--- config.mk ---
export PLATFORM = sky130hd
export DESIGN_NAME = buffer_slot_table_unit
export DESIGN_NICKNAME = d
export VERILOG_FILES = /design/src/sv/bst_pkg.sv /design/src/sv/bst_ctrl.sv /design/src/sv/bst_dpath.sv /design/src/sv/buffer_slot_table_unit.sv
export SDC_FILE = /design/constraint.sdc
export NUM_CORES = 2
export LEC_CHECK = 0
export BUFFER_PORTS_ARGS = -buffer_cell sky130_fd_sc_hd__buf_2
export CORE_ASPECT_RATIO = 0.75
export CORE_MARGIN = 3
export CORE_UTILIZATION = 35
export DETAILED_ROUTE_END_ITERATION = 8
export GPL_TIMING_DRIVEN = 0
export PLACE_DENSITY = 0.59
export SKIP_CTS_REPAIR_TIMING = 1
export SYNTH_ARGS = -nofsm -noshare
export SYNTH_HDL_FRONTEND = slang
export SYNTH_SLANG_ARGS = --single-unit
--- constraint.sdc ---
create_clock -name clk -period 14.9 [get_ports clk]
set_input_delay 0 -clock clk [delete_from_list [all_inputs] [get_ports clk]]
set_output_delay 0 -clock clk [all_outputs]
set_load 0.1 [all_outputs]
--- src/sv/bst_pkg.sv ---
`timescale 1ns / 1ps

package bst_pkg;

  // Table geometry
  localparam int NUM_SLOTS   = 64;
  localparam int SLOT_W      = $clog2(NUM_SLOTS);
  localparam int CNT_W       = SLOT_W + 1;
  localparam int SLOT_PORT_W = 6;
  localparam int FILE_W      = 16;
  localparam int OFF_W       = 24;
  localparam int OP_W        = 3;
  localparam int STATUS_W    = 2;
  localparam int REF_W       = 8;
  localparam logic [REF_W-1:0] REF_MAX = '1;

  // Stream widths, padded to whole bytes
  localparam int IN_BITS  = OP_W + FILE_W + OFF_W + SLOT_PORT_W;
  localparam int IN_W     = ((IN_BITS + 7) / 8) * 8;
  localparam int OUT_BITS = SLOT_PORT_W + STATUS_W + 3 + FILE_W + OFF_W;
  localparam int OUT_W    = ((OUT_BITS + 7) / 8) * 8;

  typedef logic [SLOT_W-1:0] idx_t;

  typedef enum logic [OP_W-1:0] {
    OP_GET,
    OP_MARK_LOADED,
    OP_PIN,
    OP_UNPIN,
    OP_DIRTY,
    OP_UNDIRTY,
    OP_RELEASE,
    OP_FLUSH
  } op_t;

  typedef enum logic [STATUS_W-1:0] {
    STAT_OK,
    STAT_NO_FREE,
    STAT_FLUSH_REF,
    STAT_IGNORED
  } status_t;

  typedef enum logic [2:0] {
    S_IDLE,
    S_SCAN,
    S_SLOT_RD,
    S_SLOT_EXEC,
    S_DONE
  } state_t;

  // One slot record as held in the table memory
  typedef struct packed {
    logic              valid;
    logic [FILE_W-1:0] file;
    logic [OFF_W-1:0]  offset;
    logic [REF_W-1:0]  refs;
    logic              pinned;
    logic              dirty;
    logic              loaded;
  } entry_t;

  // Controller to datapath
  typedef struct packed {
    logic load;
    logic scan;
    logic slot_rd;
    logic slot_exec;
    logic out_load;
  } cmd_t;

  // Datapath to controller
  typedef struct packed {
    logic scan_op;
    logic done;
  } stat_t;

endpackage

--- src/sv/bst_ctrl.sv ---
`timescale 1ns / 1ps

module bst_ctrl (
  input  logic                 clk,
  input  logic                 rst,
  input  logic                 s_tvalid,
  output logic                 s_tready,
  output logic                 m_tvalid,
  input  logic                 m_tready,
  input  bst_pkg::stat_t       stat,
  output bst_pkg::cmd_t        cmd
);

  bst_pkg::state_t state;
  bst_pkg::state_t state_next;

  // State register and output valid flag
  always_ff @(posedge clk) begin
    if (rst) begin
      state    <= bst_pkg::S_IDLE;
      m_tvalid <= 1'b0;
    end else begin
      state <= state_next;
      if (cmd.out_load) begin
        m_tvalid <= 1'b1;
      end else if (m_tready) begin
        m_tvalid <= 1'b0;
      end
    end
  end

  // Sequence one operation at a time
  always_comb begin
    state_next = state;
    cmd        = '0;
    s_tready   = 1'b0;
    unique case (state)
      bst_pkg::S_IDLE: begin
        // Hold off input beats while reset is applied
        s_tready = !rst;
        if (s_tvalid && !rst) begin
          cmd.load   = 1'b1;
          state_next = stat.scan_op ? bst_pkg::S_SCAN : bst_pkg::S_SLOT_RD;
        end
      end
      bst_pkg::S_SCAN: begin
        cmd.scan = 1'b1;
        if (stat.done) begin
          state_next = bst_pkg::S_DONE;
        end
      end
      bst_pkg::S_SLOT_RD: begin
        cmd.slot_rd = 1'b1;
        state_next  = bst_pkg::S_SLOT_EXEC;
      end
      bst_pkg::S_SLOT_EXEC: begin
        cmd.slot_exec = 1'b1;
        state_next    = bst_pkg::S_DONE;
      end
      bst_pkg::S_DONE: begin
        if (!m_tvalid || m_tready) begin
          cmd.out_load = 1'b1;
          state_next   = bst_pkg::S_IDLE;
        end
      end
      default: begin
        state_next = bst_pkg::S_IDLE;
      end
    endcase
  end

endmodule

--- src/sv/bst_dpath.sv ---
`timescale 1ns / 1ps

module bst_dpath (
  input  logic                       clk,
  input  logic                       rst,
  input  bst_pkg::cmd_t              cmd,
  output bst_pkg::stat_t             stat,
  input  logic [bst_pkg::IN_W-1:0]   s_tdata,
  output logic [bst_pkg::OUT_W-1:0]  m_tdata
);

  // Unpacked input beat
  bst_pkg::op_t                        in_op;
  logic [bst_pkg::FILE_W-1:0]          in_fid;
  logic [bst_pkg::OFF_W-1:0]           in_off;
  logic [bst_pkg::SLOT_PORT_W-1:0]     in_slot;

  // Captured operation
  bst_pkg::op_t                        op_r;
  logic [bst_pkg::FILE_W-1:0]          fid_r;
  logic [bst_pkg::OFF_W-1:0]           off_r;
  logic [bst_pkg::SLOT_PORT_W-1:0]     slot_r;

  // Scan pipeline
  logic [bst_pkg::CNT_W-1:0]           rd_addr;
  logic                                eval_vld;
  bst_pkg::idx_t                       eval_idx;
  logic                                have_free;
  bst_pkg::idx_t                       free_slot;

  // Table memory and per-slot written bits
  bst_pkg::entry_t                     mem [bst_pkg::NUM_SLOTS];
  logic [bst_pkg::NUM_SLOTS-1:0]       init_bits;
  bst_pkg::entry_t                     rd_data;
  logic                                rd_init;
  bst_pkg::idx_t                       rd_sel;
  bst_pkg::entry_t                     seen;

  // Write port
  logic                                wr_en;
  bst_pkg::idx_t                       wr_addr;
  bst_pkg::entry_t                     wr_data;

  // Result register
  logic [bst_pkg::SLOT_PORT_W-1:0]     res_slot,   res_slot_next;
  bst_pkg::status_t                    res_status, res_status_next;
  logic                                res_hit,    res_hit_next;
  logic                                res_nload,  res_nload_next;
  logic                                res_wb,     res_wb_next;
  logic [bst_pkg::FILE_W-1:0]          res_wbf,    res_wbf_next;
  logic [bst_pkg::OFF_W-1:0]           res_wbo,    res_wbo_next;

  logic                                done;
  logic                                scan_eval;
  logic                                cnt_zero;
  logic                                tag_hit;
  logic                                last_slot;
  logic                                slot_oor;
  bst_pkg::idx_t                       fin_slot;
  bst_pkg::idx_t                       slot_idx;

  assign in_op   = bst_pkg::op_t'(s_tdata[bst_pkg::OP_W-1:0]);
  assign in_fid  = s_tdata[bst_pkg::OP_W +: bst_pkg::FILE_W];
  assign in_off  = s_tdata[bst_pkg::OP_W + bst_pkg::FILE_W +: bst_pkg::OFF_W];
  assign in_slot = s_tdata[bst_pkg::OP_W + bst_pkg::FILE_W + bst_pkg::OFF_W +:
                           bst_pkg::SLOT_PORT_W];

  assign stat.scan_op = (in_op == bst_pkg::OP_GET) || (in_op == bst_pkg::OP_FLUSH);
  assign stat.done    = done;

  // Read address: scan counter or the addressed slot
  assign slot_idx = bst_pkg::idx_t'(slot_r);
  assign rd_sel   = cmd.slot_rd ? slot_idx : rd_addr[bst_pkg::SLOT_W-1:0];
  assign seen     = rd_init ? rd_data : '0;
  assign slot_oor = bst_pkg::CNT_W'(slot_r) >= bst_pkg::CNT_W'(bst_pkg::NUM_SLOTS);

  assign scan_eval = cmd.scan && eval_vld;
  assign cnt_zero  = (seen.refs == '0);
  assign tag_hit   = seen.valid && (seen.file == fid_r) &&
                     ((op_r == bst_pkg::OP_FLUSH) || (seen.offset == off_r));
  assign last_slot = (eval_idx == bst_pkg::idx_t'(bst_pkg::NUM_SLOTS - 1));
  assign fin_slot  = have_free ? free_slot : eval_idx;

  // Evaluate one slot per cycle, or apply a slot operation
  always_comb begin
    done            = 1'b0;
    wr_en           = 1'b0;
    wr_addr         = eval_idx;
    wr_data         = seen;
    res_slot_next   = '0;
    res_status_next = bst_pkg::STAT_OK;
    res_hit_next    = 1'b0;
    res_nload_next  = 1'b0;
    res_wb_next     = 1'b0;
    res_wbf_next    = '0;
    res_wbo_next    = '0;
    if (scan_eval) begin
      if (op_r == bst_pkg::OP_GET) begin
        if (tag_hit) begin
          done          = 1'b1;
          wr_en         = 1'b1;
          if (seen.refs != bst_pkg::REF_MAX) begin
            wr_data.refs = seen.refs + bst_pkg::REF_W'(1);
          end
          res_slot_next  = bst_pkg::SLOT_PORT_W'(eval_idx);
          res_hit_next   = 1'b1;
          res_nload_next = !seen.loaded;
        end else if (last_slot) begin
          done = 1'b1;
          if (have_free || cnt_zero) begin
            wr_en          = 1'b1;
            wr_addr        = fin_slot;
            wr_data        = '0;
            wr_data.valid  = 1'b1;
            wr_data.file   = fid_r;
            wr_data.offset = off_r;
            wr_data.refs   = bst_pkg::REF_W'(1);
            res_slot_next  = bst_pkg::SLOT_PORT_W'(fin_slot);
            res_nload_next = 1'b1;
          end else begin
            res_status_next = bst_pkg::STAT_NO_FREE;
          end
        end
      end else begin
        if (tag_hit && !cnt_zero) begin
          done            = 1'b1;
          res_status_next = bst_pkg::STAT_FLUSH_REF;
          res_slot_next   = bst_pkg::SLOT_PORT_W'(eval_idx);
        end else begin
          if (tag_hit) begin
            wr_en   = 1'b1;
            wr_data = '0;
          end
          if (last_slot) begin
            done = 1'b1;
          end
        end
      end
    end else if (cmd.slot_exec) begin
      done          = 1'b1;
      wr_addr       = slot_idx;
      res_slot_next = slot_r;
      if (slot_oor) begin
        res_status_next = bst_pkg::STAT_IGNORED;
      end else begin
        case (op_r)
          bst_pkg::OP_MARK_LOADED: begin
            wr_en          = 1'b1;
            wr_data.loaded = 1'b1;
          end
          bst_pkg::OP_PIN: begin
            wr_en          = 1'b1;
            wr_data.pinned = 1'b1;
          end
          bst_pkg::OP_UNPIN: begin
            wr_en          = 1'b1;
            wr_data.pinned = 1'b0;
          end
          bst_pkg::OP_DIRTY: begin
            wr_en         = 1'b1;
            wr_data.dirty = 1'b1;
          end
          bst_pkg::OP_UNDIRTY: begin
            wr_en         = 1'b1;
            wr_data.dirty = 1'b0;
          end
          bst_pkg::OP_RELEASE: begin
            if (cnt_zero || seen.pinned) begin
              res_status_next = bst_pkg::STAT_IGNORED;
            end else begin
              wr_en         = 1'b1;
              wr_data.refs  = seen.refs - bst_pkg::REF_W'(1);
              wr_data.dirty = 1'b0;
              if (seen.dirty) begin
                res_wb_next  = 1'b1;
                res_wbf_next = seen.file;
                res_wbo_next = seen.offset;
              end
            end
          end
          default: begin
            res_status_next = bst_pkg::STAT_IGNORED;
          end
        endcase
      end
    end
  end

  // Capture the operation and run the scan counter
  always_ff @(posedge clk) begin
    if (rst) begin
      rd_addr   <= '0;
      eval_vld  <= 1'b0;
      have_free <= 1'b0;
    end else begin
      eval_vld <= cmd.scan && (rd_addr < bst_pkg::CNT_W'(bst_pkg::NUM_SLOTS));
      if (cmd.load) begin
        rd_addr   <= '0;
        have_free <= 1'b0;
      end else if (cmd.scan) begin
        if (rd_addr < bst_pkg::CNT_W'(bst_pkg::NUM_SLOTS)) begin
          rd_addr <= rd_addr + bst_pkg::CNT_W'(1);
        end
        if (eval_vld && !have_free && cnt_zero) begin
          have_free <= 1'b1;
        end
      end
    end
  end

  // Payload registers
  always_ff @(posedge clk) begin
    eval_idx <= rd_addr[bst_pkg::SLOT_W-1:0];
    if (cmd.load) begin
      op_r   <= in_op;
      fid_r  <= in_fid;
      off_r  <= in_off;
      slot_r <= in_slot;
    end
    if (scan_eval && !have_free && cnt_zero) begin
      free_slot <= eval_idx;
    end
    if (done) begin
      res_slot   <= res_slot_next;
      res_status <= res_status_next;
      res_hit    <= res_hit_next;
      res_nload  <= res_nload_next;
      res_wb     <= res_wb_next;
      res_wbf    <= res_wbf_next;
      res_wbo    <= res_wbo_next;
    end
    if (cmd.out_load) begin
      m_tdata <= bst_pkg::OUT_W'({res_wbo, res_wbf, res_wb, res_nload, res_hit,
                                  res_status, res_slot});
    end
  end

  // Table memory: one write, one registered read per cycle
  always_ff @(posedge clk) begin
    if (wr_en) begin
      mem[wr_addr] <= wr_data;
    end
    rd_data <= mem[rd_sel];
  end

  // Slots never written read as cleared
  always_ff @(posedge clk) begin
    if (rst) begin
      init_bits <= '0;
      rd_init   <= 1'b0;
    end else begin
      if (wr_en) begin
        init_bits[wr_addr] <= 1'b1;
      end
      rd_init <= init_bits[rd_sel];
    end
  end

endmodule

--- src/sv/buffer_slot_table_unit.sv ---
`timescale 1ns / 1ps

// Buffer pool slot table: tags, reference counts and flags for 64 slots.
// Slave stream s_*: one beat per request (get, mark loaded, pin, unpin,
// dirty, undirty, release, flush by file). Master stream m_*: exactly one
// result beat per request, in request order.
// Get and flush walk the slot memory one slot per cycle through a registered
// read: a get ends early on a hit, and a flush ends early at a matching slot
// that is still referenced. Single-slot operations read the slot, update it
// and hand the result off.
// One request is in work at a time. A finished result sits in the output
// register; the next request is accepted while it waits. When the receiver
// stalls, the following result is held internally and the unit stops taking
// requests until the output register frees.
// Reset clears all control state and marks every slot as never written,
// so the table reads as all zero at once; no clearing pass is needed.
module buffer_slot_table_unit (
  input  logic                       clk,
  input  logic                       rst,
  input  logic                       s_tvalid,
  output logic                       s_tready,
  // op[2:0], file_id[18:3], block_offset[42:19], slot[48:43], zero pad
  input  logic [bst_pkg::IN_W-1:0]   s_tdata,
  output logic                       m_tvalid,
  input  logic                       m_tready,
  // result_slot[5:0], status[7:6], hit[8], needs_load[9], write_back[10],
  // wb_file_id[26:11], wb_offset[50:27], zero pad
  output logic [bst_pkg::OUT_W-1:0]  m_tdata
);

  bst_pkg::cmd_t  cmd;
  bst_pkg::stat_t stat;

  bst_ctrl u_ctrl (
    .clk      (clk),
    .rst      (rst),
    .s_tvalid (s_tvalid),
    .s_tready (s_tready),
    .m_tvalid (m_tvalid),
    .m_tready (m_tready),
    .stat     (stat),
    .cmd      (cmd)
  );

  bst_dpath u_dpath (
    .clk     (clk),
    .rst     (rst),
    .cmd     (cmd),
    .stat    (stat),
    .s_tdata (s_tdata),
    .m_tdata (m_tdata)
  );

endmodule
* Yosys cells after proc, flatten, opt, wreduce, memory -nomap -nowiden
Memory sizes are Yosys's and may differ from the RTL's. A register that Yosys moved wholly into a read port is not among the register bits.
Cells that the tools add are included.
** Word-level totals
- Bits in registers :: 241
- Bits in writable memories :: 3328
- Input bits :: 60
- Logic and storage cells :: 168
- Memories :: 1
** Operators by class
- Add/subtract/negate cells :: 3
- Order comparisons :: 4
- Equality and inequality tests :: 19
- Mux-type cells :: 82
- Bitwise operators :: 4
- Reduce and logical (&&, ||, !) cells :: 34
** Memory list
- u_dpath.mem :: words 64, width 52, read ports 1, clocked after Yosys merged registers in 1, write ports 1, line bst_dpath.sv:32 : bst_pkg::entry_t mem [bst_pkg::NUM_SLOTS];
** Operator list (number)
- two-way mux 52 bit :: 6
- two-way mux 6 bit :: 15
- two-way mux 41 bit :: 2
- OR 64 bit :: 1
- two-way mux 1 bit :: 34
- two-way mux 8 bit :: 4
- equality test 24 bit :: 1
- two-way mux 11 bit :: 2
- equality test 3 bit (second input constant) :: 6
- equality test 16 bit :: 1
- two-way mux 2 bit :: 8
- one-hot mux 3 bit (5 select lines) :: 1
- < comparator 6 x 7 -> 1 bit (second input constant) :: 2
- equality test 3 x 2 -> 1 bit (second input constant) :: 4
- two-way mux 3 bit :: 4
- logical AND 1 bit :: 11
- OR reduction 5 bit :: 2
- zero test 3 bit :: 3
- adder 8 x 1 -> 8 bit (second input constant) :: 1
- zero test 8 bit :: 1
- != test 8 bit (second input constant) :: 1
- subtractor 8 x 1 -> 8 bit (second input constant) :: 1
- adder 7 x 1 -> 7 bit (second input constant) :: 1
- < comparator 7 bit (second input constant) :: 1
- other kinds (17) :: 33

* Depth between registers and ports, before layout
- Depth in word-level cells :: 13
- Depth in mapped cells :: 15

* By module
From an unflattened synthesis, not the netlist that was laid out.
** Unflattened totals
- Cell total of the unflattened synthesis :: 7046
- Area total of the unflattened synthesis :: 139415.0 sq um
** Modules (own cells, without submodules)
- bst_dpath :: instances 1, cells each 7023, area an instance 139208.5 sq um
- bst_ctrl :: instances 1, cells each 23, area an instance 206.4 sq um

* Least setup slack after synthesis
No wires, ideal clock.
- Path type :: register -> register
- Start :: reg u_dpath.rd_init
- End :: mem u_dpath.mem[0][6] (netlist bit), data pin
- Setup time :: 721 ps
- Arrival time :: 5524 ps
- Required time :: 14179 ps
- Setup slack :: 8656 ps
- Cell stages (with the launch flop) :: 13
- Buffers on the path :: 4
- Path through :: dfxtp_1 > buf_2 > buf_1 > clkbuf_1 > nand2_1 > ha_1 > nor3b_1 > a211o_1 > or3_1 > clkbuf_1 > a21oi_1 > a311oi_1 > a211oi_1
** RTL lines
- from (decl) :: line bst_dpath.sv:35 : logic rd_init;
- from (signal assigned) :: line bst_dpath.sv:255 : rd_init <= init_bits[rd_sel];
- to (decl) :: line bst_dpath.sv:32

* Worst setup path after layout
- Start :: reg u_dpath.rd_init
- End :: mem u_dpath.mem[49][42] (netlist bit) (enable)
** On the way
- Longest elaborated chain between the ends :: 10
** RTL lines
- two-way mux 52 bit (*) :: line bst_dpath.sv:74 : assign seen = rd_init ? rd_data : '0;
- equality test 24 bit (tied with other cells) :: line bst_dpath.sv:80 : ((op_r == bst_pkg::OP_FLUSH) || (seen.offset == off_r));
- logical OR 1 bit (tied with other cells) :: line bst_dpath.sv:80
- logical AND 1 bit or two-way mux 1 bit (tied branches) :: line bst_dpath.sv:79, bst_dpath.sv:110
- two-way mux 1 bit (tied with other cells) :: line bst_dpath.sv:130 : if (tag_hit) begin
- two-way mux 1 bit (on tied branches) :: line bst_dpath.sv:125, bst_dpath.sv:99
- two-way mux 1 bit :: line bst_dpath.sv:98 : if (op_r == bst_pkg::OP_GET) begin
- two-way mux 1 bit :: line bst_dpath.sv:97 : if (scan_eval) begin
- two-way mux 1 bit :: line bst_dpath.sv:240 : if (wr_en) begin
- two-way mux 1 bit (not written as such) :: line bst_dpath.sv:241 : mem[wr_addr] <= wr_data;
Every way passes the cells marked *; elsewhere a longest branch is shown, timed or not.

==> results.ini <==
[power]
power.clock.fraction = 0.383
power_per_cell_area_nw_per_um2 = 138
power.net_switching_uw = 5540
internal_power_uw = 17000
power_frac_comb = 0.113
irDropWorstVdd_v = 0.0000992
power_frac_seq = 0.505
cellLeakagePower_uw = 0.0518
sw_frac_of_total = 0.246

[job]
maxCapViolCount = 0

[critical_path]
critical_path_required_time_ps = 15470
critical-path-max-stage-delay_ps = 1210
critPathLaunch = u_dpath.rd_init$_SDFF_PP0_
worst_ep_arrival_time_ps = 9400
crit_slowest_cell = nand4_1
cp-start-kind = register
crit_reg_reg_startpoint = u_dpath.rd_init$_SDFF_PP0_
reg2reg_to = u_dpath.mem[49][42]$_DFFE_PP_
cp_most_frequent_cell = buf_12
endpoint_kind = register
ff2ff_setup_slack_ps = 6070
critical_path_cell_sequence = clkbuf_2 -> inv_1 -> o32ai_1 -> nand4_1 -> o21ai_1 -> a21oi_2 -> a31oi_1 -> nand3_1 -> clkbuf_1 -> nor2_4 -> buf_12 -> buf_12
ff2ff_path_depth = 12
path_class = reg -> reg
path_max_fanout = 22

[yosys]
synth_enable_flop_cells = 3485
synth_top_area_cell = edfxtp_1
synthesis.yosys.warnings = 0
library_cells_used_by_synthesis = 75
synthTopCellsByArea = edfxtp_1, mux4_2, dfxtp_1
syn-cell-area_um2 = 140000
synthesis.area_per_instance_um2 = 20.5
synth_seq_area_share = 0.770
syn-instance-count = 6820
asyncSetResetFlopFracSynth = 0
synth.top_cell.area_share = 0.750
synth_register_bits = 3621
synthFlopType = edfxtp_1

[sta]
grt_setup_unrepaired = no
fin_tns_setup_ps = 0
fin_skew_ps = 57.5
period_needed_ps = 8830
setup_viol = 0
worst_slew_pin_slew_ps = 1450
layout_worst_path_cycle_share = 0.593
slew_viol_final = 0
relSlewSlack = 0.0325
fmax_mhz = 113
final_report_hold_violation_count = 0

[global_routing]
antenna_violations_before_repair = 38
first_global_vias = 73500
first_pass_grt_wire_length_mm = 594
gr-usage-all-layers = 0.209
grt_start_max_net_pins = 65
globalRouteOverflowTotal = 0

[layout]
fillCellCount = 34500
syn2layout_area_growth_pct = 17.3
finish.net_count = 7646
utilization = 0.413
drive_gt1_frac = 0.235

[floorplan]
die_height_um = 553
fp.coreArea_um2 = 396000
num_io_pins = 118
placement_rows = 200
initial_utilization = 0.352
dieArea_um2 = 406000
die_w_um = 735

[route]
drtPass1Iterations = 8
viasPerCell = 5.77
initialDrtViolationCount = 12500
vias = 75700
wl_mm = 434
average_wire_length_per_cell_after_detail_routing_um = 33.1
total_drc_errors_in_the_routed_layout = 0
ant_nets = 0

[run_status]
status = complete, no violations

[clock_network]
worst_setup_hold_path_clk_slew_ps = 60
cts_tree = done
number_of_h_tree_levels = 5
clk_path_buf_depth = 4
cts_made_buffers = 336
cts.sink_count = 3621
clockRootBuffer = clkbuf_16
clock_insertion_delay_worst_skew_ps = 920

[placed_design]
dpl_wire_length_mm = 306
place_congestion = 0.876
buffers_on_ports = 105

[hold_path]
worst_hold_path.num_cells = 4
timing.hold.worst_endpoint = u_ctrl.state[1]$_SDFFE_PP0P_
hold_path.class = in -> reg
hp-start = s_tvalid

## layer usage
layer  share of wire  vias up  track usage
li1                -    29900            -
met1            0.41    40400        0.301
met2            0.42     4757        0.290
met3            0.14      632       0.0819
met4           0.031       10       0.0610
met5         0.00076        -      0.00470
## cells by family after synthesis
family                   count (synthesis)  share of synthesized area
other                                    1                  0.0000269
XOR/XNOR                                24                    0.00151
buffers and inverters                  468                     0.0130
multiplexers                           861                      0.138
flip-flops                            3621                      0.770
AND/OR/NAND/NOR                       1013                     0.0350
AO/OA/AOI/OAI                          828                     0.0428
adder cells (fa/ha/maj)                  4                   0.000359
## registers in the layout (all words and copies together), names as in the netlist, 7 cells and up
name,cells
u_dpath.rd_data,52
u_dpath.off_r,24
u_dpath.fid_r,16
u_dpath.m_tdata,51
u_dpath.init_bits,64
u_dpath.rd_addr,7
u_dpath.res_wbf,16
u_dpath.res_wbo,24
u_dpath.mem,3328
## layout make-up
| class | instances | area [um^2] | area share |
|---|---|---|---|
| diodes | 25 | 62.6 | 0.000382 |
| plain buffers | 433 | 1740 | 0.0106 |
| flip-flops and latches | 3621 | 107000 | 0.656 |
| clock inverters | 157 | 1430 | 0.00874 |
| well taps | 5252 | 6570 | 0.0401 |
| multi-input cells | 2735 | 31000 | 0.190 |
| inverters | 35 | 151 | 0.000925 |
| clock buffers | 444 | 9300 | 0.0568 |
| repair buffers | 420 | 6040 | 0.0369 |
## through the flow
| step | hold WS [ps] | setup WS (ps) | total power (uW) | cells | instance area (um^2) |
|---|---|---|---|---|---|
| floorplan | 98.9 | 8660 | 13000 | 6824 | 140000 |
| global placement | 178 | 399 | 14000 | 12200 | 147000 |
| detailed placement | 178 | 5950 | 14100 | 12400 | 152000 |
| CTS | -807 | 5930 | 22600 | 13000 | 163000 |
| global route | 12.0 | 6250 | 23200 | 13100 | 164000 |
| finish | 15.2 | 6070 | 22500 | 13100 | 164000 |
## cell usage in the layout (no fill, tap or decap), types with 16 or more instances in the layout
master	n
nor2_1	52
clkinv_2	51
clkbuf_1	334
clkinv_1	60
diode_2	25
inv_1	27
dlygate4sd3_1	101
nand3_1	29
buf_1	103
edfxtp_1	3485
bufinv_16	24
nor3_1	26
buf_16	34
a211oi_1	271
clkbuf_2	32
dfxtp_1	136
a311oi_1	110
buf_12	172
buf_2	140
a21oi_1	128
o2bb2ai_1	25
nand4_1	16
nand2_1	491
a22o_2	39
clkbuf_16	352
nor2_4	57
mux4_2	848
a31oi_1	118
and2_1	264
o21ai_0	25
## worst max path at each step
stage / to / slack, ps / cells past startpoint
3_5_place_dp: u_dpath.mem[49][41]$_DFFE_PP_ / 5950 / 12
2_1_floorplan: u_dpath.mem[0][6]$_DFFE_PP_ / 8660 / 12
3_3_place_gp: u_dpath.mem[57][18]$_DFFE_PP_ / 400 / 10
5_1_grt: u_dpath.mem[48][37]$_DFFE_PP_ / 6250 / 13
6_report: u_dpath.mem[49][42]$_DFFE_PP_ / 6070 / 12
4_1_cts: u_dpath.mem[49][42]$_DFFE_PP_ / 5930 / 12
## power by group through the flow
stage	Combinational, uW	Clock [uW]	Sequential, uW
floorplan	1460	0	11500
global placement	2390	0	11600
detailed placement	2490	0	11600
CTS	2500	8700	11400
global route	2670	9120	11400
finish	2540	8620	11400
## cell usage after synthesis, drive strengths merged (4+ instances only)
| master | n |
|---|---|
| nor2b | 4 |
| nor3 | 26 |
| nor4 | 5 |
| a31oi | 119 |
| nand2b | 7 |
| or3 | 6 |
| a311oi | 110 |
| dfxtp | 136 |
| nor4bb | 9 |
| buf | 150 |
| nand3 | 29 |
| o22ai | 5 |
| mux4 | 848 |
| a21oi | 131 |
| o32ai | 4 |
| clkbuf | 283 |
| mux2i | 10 |
| a211oi | 272 |
| a22o | 54 |
| and2 | 267 |
| edfxtp | 3485 |
| nand4b | 8 |
| nand3b | 5 |
| o21a | 5 |
| ha | 4 |
| nand4 | 16 |
| nor2 | 110 |
| inv | 35 |
| o31ai | 16 |
| a2bb2oi | 6 |
| o41ai | 6 |
| or4 | 14 |
| o21ai | 29 |
| o2bb2ai | 25 |
| xnor2 | 14 |
| nand2 | 492 |
| a21o | 7 |
| xor2 | 10 |
| a22oi | 5 |
## worst max-delay path: cells and delay by family, from the launching register on
kind                   cells  cell delay (ps)
buffers and inverters      5             2240
DFF                        1              860
and+or+nand+nor            3             2600
AOI/OAI and AO/OA          4             2620
No activity file was read; power rests on OpenSTA's default activity.
